[config.mk]
export PLATFORM = sky130hd
export DESIGN_NAME = refcounted_handle_pool
export DESIGN_NICKNAME = d
export VERILOG_FILES = /design/src/rtl/rhp_pkg.sv /design/src/rtl/rhp_ctrl.sv /design/src/rtl/rhp_datapath.sv /design/src/rtl/refcounted_handle_pool.sv
export VERILOG_INCLUDE_DIRS = /design/src /design/src/rtl
export SDC_FILE = /design/constraint.sdc
export NUM_CORES = 2
export LEC_CHECK = 0
export BUFFER_PORTS_ARGS = -buffer_cell sky130_fd_sc_hd__buf_2
export CAP_MARGIN = 25
export CORE_ASPECT_RATIO = 1.75
export CORE_MARGIN = 2
export CORE_UTILIZATION = 50
export DETAILED_ROUTE_END_ITERATION = 6
export PLACE_DENSITY = 0.64
export REMOVE_ABC_BUFFERS = 1
export SYNTH_ARGS = -nofsm -noshare
export SYNTH_HDL_FRONTEND = slang
export SYNTH_SLANG_ARGS = --single-unit
[constraint.sdc]
create_clock -name clk_i -period 9.2 [get_ports clk_i]
set_input_delay 0.92 -clock clk_i [delete_from_list [all_inputs] [get_ports clk_i]]
set_output_delay 0.92 -clock clk_i [all_outputs]
set_load 0.02 [all_outputs]
[src/rtl/assert_macros.svh]
// assertion macros shared by the handle pool modules
`ifndef ASSERT_MACROS_SVH
`define ASSERT_MACROS_SVH

// property must hold at every clock edge outside reset
`define RHP_ASSERT(label, prop, msg) \
  label: assert property (@(posedge clk_i) disable iff (!rst_ni) (prop)) else $error(msg);

// consequent must hold in the same cycle as the antecedent
`define RHP_ASSERT_SAME(label, ante, cons, msg) \
  label: assert property (@(posedge clk_i) disable iff (!rst_ni) (ante) |-> (cons)) \
    else $error(msg);

// consequent must hold in the cycle after the antecedent
`define RHP_ASSERT_NEXT(label, ante, cons, msg) \
  label: assert property (@(posedge clk_i) disable iff (!rst_ni) (ante) |=> (cons)) \
    else $error(msg);

`endif

[src/rtl/rhp_pkg.sv]
// package: constants, codes and types of the handle pool
package rhp_pkg;

  // pool geometry
  localparam int unsigned POOL_SIZE   = 64;
  localparam int unsigned COUNT_W_DEF = 8;
  localparam int unsigned HANDLE_W    = 6;
  localparam int unsigned FREE_W      = 7;
  localparam int unsigned ID_W        = 32;
  localparam int unsigned KIND_W      = 3;
  localparam int unsigned STATUS_W    = 2;

  // command kinds
  localparam logic [KIND_W-1:0] KIND_ALLOC  = 3'd0;
  localparam logic [KIND_W-1:0] KIND_CLEAR  = 3'd1;
  localparam logic [KIND_W-1:0] KIND_SET    = 3'd2;
  localparam logic [KIND_W-1:0] KIND_QUERY  = 3'd3;
  localparam logic [KIND_W-1:0] KIND_LOCK   = 3'd4;
  localparam logic [KIND_W-1:0] KIND_UNLOCK = 3'd5;

  // result status codes
  localparam logic [STATUS_W-1:0] ST_OK        = 2'd0;
  localparam logic [STATUS_W-1:0] ST_EMPTY     = 2'd1;
  localparam logic [STATUS_W-1:0] ST_UNDERFLOW = 2'd2;
  localparam logic [STATUS_W-1:0] ST_OVERFLOW  = 2'd3;

  // controller to datapath commands
  typedef struct packed {
    logic capture;  // take the command word and read the handle memories
    logic execute;  // update state and register the result word
  } cmd_t;

endpackage

[src/rtl/rhp_ctrl.sv]
// controller: two-state sequencer for read then update of one command
`include "assert_macros.svh"

module rhp_ctrl (
  input  logic          clk_i,
  input  logic          rst_ni,
  input  logic          start_i,
  output logic          busy_o,
  output logic          done_o,
  output rhp_pkg::cmd_t cmd_o
);
  import rhp_pkg::*;

  localparam logic S_IDLE = 1'b0;
  localparam logic S_EXEC = 1'b1;

  logic state_q, state_d;
  logic done_q;

  // next state
  always_comb begin
    state_d = state_q;
    unique case (state_q)
      S_IDLE:  if (start_i) state_d = S_EXEC;
      S_EXEC:  state_d = S_IDLE;
      default: state_d = S_IDLE;
    endcase
  end

  // state and result strobe
  always_ff @(posedge clk_i or negedge rst_ni) begin
    if (!rst_ni) begin
      state_q <= S_IDLE;
      done_q  <= 1'b0;
    end else begin
      state_q <= state_d;
      done_q  <= cmd_o.execute;
    end
  end

  // commands and status
  assign busy_o        = (state_q != S_IDLE);
  assign cmd_o.capture = (state_q == S_IDLE) && start_i;
  assign cmd_o.execute = (state_q == S_EXEC);
  assign done_o        = done_q;

  `RHP_ASSERT_NEXT(a_capture_busy, cmd_o.capture, busy_o, "no busy after capture")
  `RHP_ASSERT_NEXT(a_exec_done, cmd_o.execute, done_o && !busy_o, "no result after execute")
  `RHP_ASSERT_SAME(a_done_idle, done_o, !busy_o && !cmd_o.execute, "result word while busy")

endmodule

[src/rtl/rhp_datapath.sv]
// datapath: handle memories, free list head, counters and result word
`include "assert_macros.svh"

module rhp_datapath #(
  parameter int unsigned COUNT_WIDTH = rhp_pkg::COUNT_W_DEF
) (
  input  logic                                clk_i,
  input  logic                                rst_ni,
  input  rhp_pkg::cmd_t                       cmd_i,
  input  logic        [rhp_pkg::KIND_W-1:0]   kind_i,
  input  logic        [rhp_pkg::HANDLE_W-1:0] handle_i,
  input  logic signed [rhp_pkg::ID_W-1:0]     owner_id_i,
  output logic        [rhp_pkg::HANDLE_W-1:0] granted_handle_o,
  output logic                                finished_o,
  output logic signed [rhp_pkg::ID_W-1:0]     stored_id_o,
  output logic                                released_o,
  output logic        [rhp_pkg::STATUS_W-1:0] status_o,
  output logic        [rhp_pkg::FREE_W-1:0]   free_count_o,
  output logic        [rhp_pkg::FREE_W-1:0]   peak_used_o
);
  import rhp_pkg::*;

  localparam logic [FREE_W-1:0] POOL_CNT = FREE_W'(POOL_SIZE);
  localparam int unsigned ST_W = COUNT_WIDTH + 1;

  // handle memories: {finished, lock count}, next link, owner id
  logic [ST_W-1:0]   st_mem    [POOL_SIZE];
  logic [FREE_W-1:0] link_mem  [POOL_SIZE];
  logic [ID_W-1:0]   owner_mem [POOL_SIZE];
  logic [POOL_SIZE-1:0] st_valid_q;

  // captured command word and read data
  logic [KIND_W-1:0]   kind_q;
  logic [HANDLE_W-1:0] handle_q;
  logic [ID_W-1:0]     id_q;
  logic [ST_W-1:0]     rd_st_q;
  logic                rd_valid_q;
  logic [FREE_W-1:0]   rd_link_q;
  logic [ID_W-1:0]     rd_owner_q;

  // list and counters
  logic [FREE_W-1:0] free_head_q, free_head_d;
  logic [FREE_W-1:0] linked_q, linked_d;
  logic [FREE_W-1:0] free_total_q, free_total_d;
  logic [FREE_W-1:0] peak_q, peak_d;

  // result word
  logic [HANDLE_W-1:0] granted_q, granted_d;
  logic                fin_q, fin_d;
  logic [ID_W-1:0]     sid_q, sid_d;
  logic                released_q, released_d;
  logic [STATUS_W-1:0] status_q, status_d;

  // memory write controls
  logic                st_we, link_we, owner_we;
  logic [HANDLE_W-1:0] st_waddr, link_waddr, owner_waddr;
  logic [ST_W-1:0]     st_wdata;
  logic [FREE_W-1:0]   link_wdata;

  // read address at capture
  logic                alloc_in;
  logic [HANDLE_W-1:0] st_raddr;

  // execute helpers
  logic [COUNT_WIDTH-1:0] cnt, cnt_new;
  logic                   fin, fin_new;
  logic                   in_pool, empty, fresh_left;
  logic [FREE_W-1:0]      used;

  assign alloc_in = (kind_i == KIND_ALLOC);
  assign st_raddr = alloc_in ? free_head_q[HANDLE_W-1:0] : handle_i;

  // capture command word and read the handle memories
  always_ff @(posedge clk_i) begin
    if (cmd_i.capture) begin
      kind_q     <= kind_i;
      handle_q   <= handle_i;
      id_q       <= owner_id_i;
      rd_st_q    <= st_mem[st_raddr];
      rd_valid_q <= st_valid_q[st_raddr];
      rd_link_q  <= link_mem[free_head_q[HANDLE_W-1:0]];
      rd_owner_q <= owner_mem[handle_i];
    end
  end

  // execute: decode the operation
  always_comb begin
    cnt        = rd_valid_q ? rd_st_q[COUNT_WIDTH-1:0] : '0;
    fin        = rd_valid_q ? rd_st_q[ST_W-1] : 1'b0;
    cnt_new    = cnt;
    fin_new    = fin;
    in_pool    = ({1'b0, handle_q} < POOL_CNT);
    fresh_left = (linked_q < POOL_CNT);
    empty      = (free_total_q == '0) || (free_head_q >= POOL_CNT);

    free_head_d  = free_head_q;
    linked_d     = linked_q;
    free_total_d = free_total_q;
    peak_d       = peak_q;
    used         = POOL_CNT - free_total_q;

    granted_d  = handle_q;
    fin_d      = 1'b0;
    sid_d      = '0;
    released_d = 1'b0;
    status_d   = ST_OK;

    st_we       = 1'b0;
    st_waddr    = handle_q;
    link_we     = 1'b0;
    link_waddr  = handle_q;
    link_wdata  = free_head_q;
    owner_we    = 1'b0;
    owner_waddr = free_head_q[HANDLE_W-1:0];

    unique case (kind_q)
      KIND_ALLOC: begin
        // link one more fresh entry onto the list
        if (fresh_left) begin
          link_we    = 1'b1;
          link_waddr = linked_q[HANDLE_W-1:0];
          link_wdata = linked_q + FREE_W'(1);
          linked_d   = linked_q + FREE_W'(1);
        end
        if (empty) begin
          status_d  = ST_EMPTY;
          granted_d = '0;
        end else begin
          // pop the head, bypassing the link written this cycle
          free_head_d  = (fresh_left && (free_head_q == linked_q)) ?
                         linked_q + FREE_W'(1) : rd_link_q;
          owner_we     = 1'b1;
          free_total_d = free_total_q - FREE_W'(1);
          used         = POOL_CNT - free_total_d;
          if (used > peak_q) peak_d = used;
          granted_d    = free_head_q[HANDLE_W-1:0];
          fin_d        = fin;
          sid_d        = id_q;
        end
      end
      KIND_CLEAR: begin
        fin_new = 1'b0;
        st_we   = in_pool;
      end
      KIND_SET: begin
        fin_new = 1'b1;
        st_we   = in_pool;
      end
      KIND_LOCK: begin
        if (&cnt) begin
          if (in_pool) status_d = ST_OVERFLOW;
        end else begin
          cnt_new = cnt + COUNT_WIDTH'(1);
          st_we   = in_pool;
        end
      end
      KIND_UNLOCK: begin
        if (cnt == '0) begin
          if (in_pool) status_d = ST_UNDERFLOW;
        end else begin
          cnt_new = cnt - COUNT_WIDTH'(1);
          st_we   = in_pool;
          // last unlock of a finished handle pushes it on the list
          if ((cnt_new == '0) && fin && in_pool) begin
            link_we     = 1'b1;
            free_head_d = {1'b0, handle_q};
            if (free_total_q < POOL_CNT) free_total_d = free_total_q + FREE_W'(1);
            released_d  = 1'b1;
          end
        end
      end
      default: begin
        // query and unused kinds change nothing
      end
    endcase

    st_wdata = {fin_new, cnt_new};
    if ((kind_q != KIND_ALLOC) && in_pool) begin
      fin_d = fin_new;
      sid_d = rd_owner_q;
    end
  end

  // memory writes
  always_ff @(posedge clk_i) begin
    if (cmd_i.execute && st_we)    st_mem[st_waddr]       <= st_wdata;
    if (cmd_i.execute && link_we)  link_mem[link_waddr]   <= link_wdata;
    if (cmd_i.execute && owner_we) owner_mem[owner_waddr] <= id_q;
  end

  // list state, counters, valid bits and result word
  always_ff @(posedge clk_i or negedge rst_ni) begin
    if (!rst_ni) begin
      st_valid_q   <= '0;
      free_head_q  <= '0;
      linked_q     <= '0;
      free_total_q <= POOL_CNT;
      peak_q       <= '0;
      granted_q    <= '0;
      fin_q        <= 1'b0;
      sid_q        <= '0;
      released_q   <= 1'b0;
      status_q     <= ST_OK;
    end else if (cmd_i.execute) begin
      if (st_we) st_valid_q[st_waddr] <= 1'b1;
      free_head_q  <= free_head_d;
      linked_q     <= linked_d;
      free_total_q <= free_total_d;
      peak_q       <= peak_d;
      granted_q    <= granted_d;
      fin_q        <= fin_d;
      sid_q        <= sid_d;
      released_q   <= released_d;
      status_q     <= status_d;
    end
  end

  assign granted_handle_o = granted_q;
  assign finished_o       = fin_q;
  assign stored_id_o      = sid_q;
  assign released_o       = released_q;
  assign status_o         = status_q;
  assign free_count_o     = free_total_q;
  assign peak_used_o      = peak_q;

  `RHP_ASSERT(a_free_bound, free_total_q <= POOL_CNT, "free count above pool size")
  `RHP_ASSERT_SAME(a_release_ok, released_q, status_q == ST_OK, "release with error status")
  `RHP_ASSERT_NEXT(a_head_hold, !cmd_i.execute, $stable(free_head_q), "list head moved while idle")

endmodule

[src/rtl/refcounted_handle_pool.sv]
// Reference-counted handle pool: 64 handles on a lazily built free list.
// done_o follows one read and one update: capture while idle, execute, then a registered done.
// A new command is accepted only while idle, after the read-then-write of the handle memories.
// busy is high for the one cycle between accept and result; results cannot be stalled.
// Reset (async, rst_ni low) empties the list state; lock counts and finished flags
// read as zero through per-handle valid bits, so no clearing pass is needed.
module refcounted_handle_pool #(
  parameter int unsigned COUNT_WIDTH = rhp_pkg::COUNT_W_DEF
) (
  input  logic                                clk_i,
  input  logic                                rst_ni,
  input  logic                                start,
  output logic                                busy,
  input  logic        [rhp_pkg::KIND_W-1:0]   kind_i,
  input  logic        [rhp_pkg::HANDLE_W-1:0] handle_i,
  input  logic signed [rhp_pkg::ID_W-1:0]     owner_id_i,
  output logic                                done_o,
  output logic        [rhp_pkg::HANDLE_W-1:0] granted_handle_o,
  output logic                                finished_o,
  output logic signed [rhp_pkg::ID_W-1:0]     stored_id_o,
  output logic                                released_o,
  output logic        [rhp_pkg::STATUS_W-1:0] status_o,
  output logic        [rhp_pkg::FREE_W-1:0]   free_count_o,
  output logic        [rhp_pkg::FREE_W-1:0]   peak_used_o
);
  import rhp_pkg::*;

  cmd_t cmd;

  // sequencer
  rhp_ctrl u_ctrl (
    .clk_i   (clk_i),
    .rst_ni  (rst_ni),
    .start_i (start),
    .busy_o  (busy),
    .done_o  (done_o),
    .cmd_o   (cmd)
  );

  // memories and list state
  rhp_datapath #(
    .COUNT_WIDTH (COUNT_WIDTH)
  ) u_datapath (
    .clk_i            (clk_i),
    .rst_ni           (rst_ni),
    .cmd_i            (cmd),
    .kind_i           (kind_i),
    .handle_i         (handle_i),
    .owner_id_i       (owner_id_i),
    .granted_handle_o (granted_handle_o),
    .finished_o       (finished_o),
    .stored_id_o      (stored_id_o),
    .released_o       (released_o),
    .status_o         (status_o),
    .free_count_o     (free_count_o),
    .peak_used_o      (peak_used_o)
  );

endmodule
==> results.md <==
* Fin worst setup slack at 4.32 ns
* Final #Nets at 6382
* Initial Util at 50.2%
* Main area contributors after synthesis: edfxtp_1, mux4_2, mux2i_1, dfrtp_1, o22ai_1
* Via-to-Cell Ratio at 6.37
* Worst-Margin Slew at 1.10 ns
* Number of remaining DRC errors at 0
* H-tree level count at 5
* Worst Path Required at 9.67 ns
* Max stage delay cell, worst path: nor2_4
* Max_cap viols at 0
* CP Class: reg2reg
* Final setup TNS at 0 ns
* Final Total Pwr at 33.7 mW
* Die Y at 672 um
* Final min period at 4.88 ns
* DRC violation total after the first TritonRoute iteration at 6449
* Area growth from synthesis to layout at 12.3%
* Critical path's top delay family: simple AND/OR/NAND/NOR gates
* PostCTS Resize Cnt at 0
* IO Pins at 102
* P_leak at 45.7 nW
* Crit path top cell by count: buf_4
* Sw Ratio at 24.8%
* Pwr Density at 236 nW/um^2
* CP Launch Type: flop
* Gate Count Post-Synth at 6047
* GRT Util Overall at 25.6%
* Crit share post-route at 53.1%
* Via count at 62900
* Die area at 259000 um^2
* Final hold violations at 0
* Part of the power in the clock network at 36.8%
* TritonCTS clock tree: built
* Critical Path Sink Type: flop
* Die X-Extent at 385 um
* Max Slew Vio Count at 0
* Root Buffer: clkbuf_16
* Vias in the first global route at 64800
* Top cell type's share of synthesized area at 74.6%
* Status: finished, final reports clean
* Routed wire length at 332 mm
* Clk slew on worst S/H paths at 0.06 ns
* Core area at 254000 um^2
* DP HPWL at 193 mm
* P_int at 25.4 mW
* Initial antenna violation count at 8
* F_max at 205 MHz
* Hold buffer count at CTS at 0
* Port bufs at 101
* Yosys Warn Count at 0
* Placed insts at 9357
* Site Rows at 245
* Final core utilization at 56.3%
* Remaining Overflow, GRT at 0
* Setup Skew at 0.0573 ns
* Worst Path Buf+Inv at 3
* Clk buf depth at 4
* 1st-pass router iterations at 5
* Worst Setup SP: u_datapath.free_count_o[0]
* Switching Power at 8.35 mW
* TritonCTS Sinks at 3298
* Synthesis-stage register bit count at 3298
* Final cell area excluding filler cells at 143000 um^2
* Post-synth top area cell: edfxtp_1
* Largest net degree at the start of global routing at 126
* Layout cells sized above 1 at 25.3%
* Met1 Routed Length at 118 mm
* Post CTS Setup Buffer Count at 0
* FILL cells at 18700
* Routed len/inst at 33.6 um
* Post-synth top flop: edfxtp_1
* Reg2reg start: u_datapath.free_count_o[0]
* Area post-placement at 133000 um^2
* EDFF count, synth at 3162
* Met2 Wirelength at 179 mm
* HP Class: in2async
* Seq/Total Area, Yosys at 77.3%
* Pre-CTS setup slack at 3.54 ns
* Met3 routed WL at 19.7 mm
* Max stage delay on crit path at 0.89 ns
* CP Cell Sequence: inv_1 > ha_1 > or3b_1 > or3_1 > o21bai_1 > nor2_1 > buf_4 > nand2_1 > nor2_4 > buf_4
* Highest Signal Layer: met4
* Sequential power share at 51.3%
* Worst vdd ir at 0.172 mV
* Crit path max fanout at 19
* Antenna Violating Nets Remaining at 0
* Worst EP arrival at 5.36 ns
* Unique masters post-synth at 78
* Multi-input gate area at 28200 um^2
* Sequential cell area at 98400 um^2
* Synth Area per Inst at 21.1 um^2
* Async SR Flop Fraction at 4.12%
* Setup violators final at 0
* CTS Buf Count at 294
* Syn Std Cell Area at 127000 um^2
* Gate power share at 11.9%
* Slew HR at 26.7%
* Non-Filler Instances at 9883
* Final Wtd Congestion at 0.854
* Worst hold slack at 0.0498 ns
* RSZ-0062 raised after global routing: no
* Skew-Pair Late Insertion Delay at 0.87 ns
* First-pass GRT wire length at 471 mm
==> registers in the layout, indices dropped and copies added (netlist names), 7 cells and up <==
name                     count
u_datapath.link_mem        448
u_datapath.st_mem          576
u_datapath.linked_q          7
u_datapath.peak_used_o       7
u_datapath.free_count_o      7
u_datapath.rd_st_q           9
u_datapath.rd_owner_q       32
u_datapath.rd_link_q         7
u_datapath.stored_id_o      32
u_datapath.st_valid_q       64
u_datapath.owner_mem      2048
u_datapath.id_q             32
u_datapath.free_head_q       7
==> cells in the mapped netlist (11+ instances only) <==
cell and count:
edfxtp_1 3162, mux4_2 680, mux2i_1 365, nor2_1 270, clkbuf_1 212, o22ai_1 169, dfrtp_1 135, nand2_1 109
a22oi_1 107, a21oi_1 87, buf_2 86, o21ai_0 51, buf_1 44, o21bai_1 42, mux2_2 41, a221oi_1 38
nand3_1 32, nor4_1 31, o41ai_1 30, a31oi_1 25, inv_1 21, or2_2 21, a22o_1 18, xnor2_1 17
xor2_1 16, a221o_1 14, ha_1 14, nor3_1 13, o2111ai_1 12, and3_1 11, nor4b_1 11
==> logic make-up after synthesis <==
kind of cell,after synthesis,synth area share [%]
flops,3298,77.3
mux,1086,15.3
compound gates,649,3.55
simple gates,587,2.26
buf+inv,380,1.31
xor+xnor,33,0.227
fa+ha+maj,14,0.138
==> routing by layer <==
layer / GRT usage, % / vias up
met2: 46.1 / 2527
met5: 0 / -
li1: - / 25800
met3: 3.26 / 682
met4: 10.9 / 0
met1: 30.9 / 33900
==> placed cells by master, fill, tap and decap left out, drive strengths merged, types with 14 or more instances in the layout <==
cell,netlist,final
edfxtp,3162,3162
mux4,680,680
clkbuf,218,374
mux2i,365,365
buf,140,337
nor2,270,270
o22ai,169,169
dfrtp,135,135
nand2,109,109
a22oi,107,107
clkinv,0,94
a21oi,87,87
o21ai,52,52
o21bai,42,42
mux2,41,41
nand3,41,41
a221oi,38,38
bufinv,0,33
inv,21,32
or2,31,31
nor4,31,31
o41ai,30,30
a31oi,25,25
a22o,18,18
xnor2,17,17
xor2,16,16
nor3,15,15
ha,14,14
a221o,14,14
==> power groups by stage <==
stage               Clock [mW]  Combinational, mW  Sequential [mW]
CTS                       12.6               4.00             17.3
global route              13.1               4.23             17.3
floorplan                    0               2.40             17.8
detailed placement           0               3.99             17.6
finish                    12.4               4.01             17.3
global placement             0               3.90             17.6
==> path summary, 6_finish.rpt <==
check	to	slack, ns	cells after the start
max	u_datapath.owner_mem[18][2]	4.32	10
min	u_datapath.stored_id_o[27]	0.05	1
max reg2reg	u_datapath.owner_mem[18][2]	4.32	10
min reg2reg	u_datapath.st_valid_q[24]	0.47	1
max in group asynchronous	u_datapath.stored_id_o[10]	7.75	2
min in group clk_i	u_datapath.id_q[17]	0.24	1
==> worst register-to-register path, cell delays in order (launching register included) <==
cell	delay [ns]
dfrtp_1	0.65
inv_1	0.17
ha_1	0.30
or3b_1	0.28
or3_1	0.17
o21bai_1	0.16
nor2_1	0.43
buf_4	0.28
nand2_1	0.56
nor2_4	0.90
buf_4	0.55
==> cell type report <==
type	instances	area share, %
diodes	4	0.00700
clock buffers	371	5.53
clock inverters	146	1.14
inverters	21	0.0552
multi-input cells	2369	19.8
flip-flops and latches	3298	68.8
well taps	3334	2.92
repair buffers	340	1.77
No activity file was read; power rests on OpenSTA's default activity.
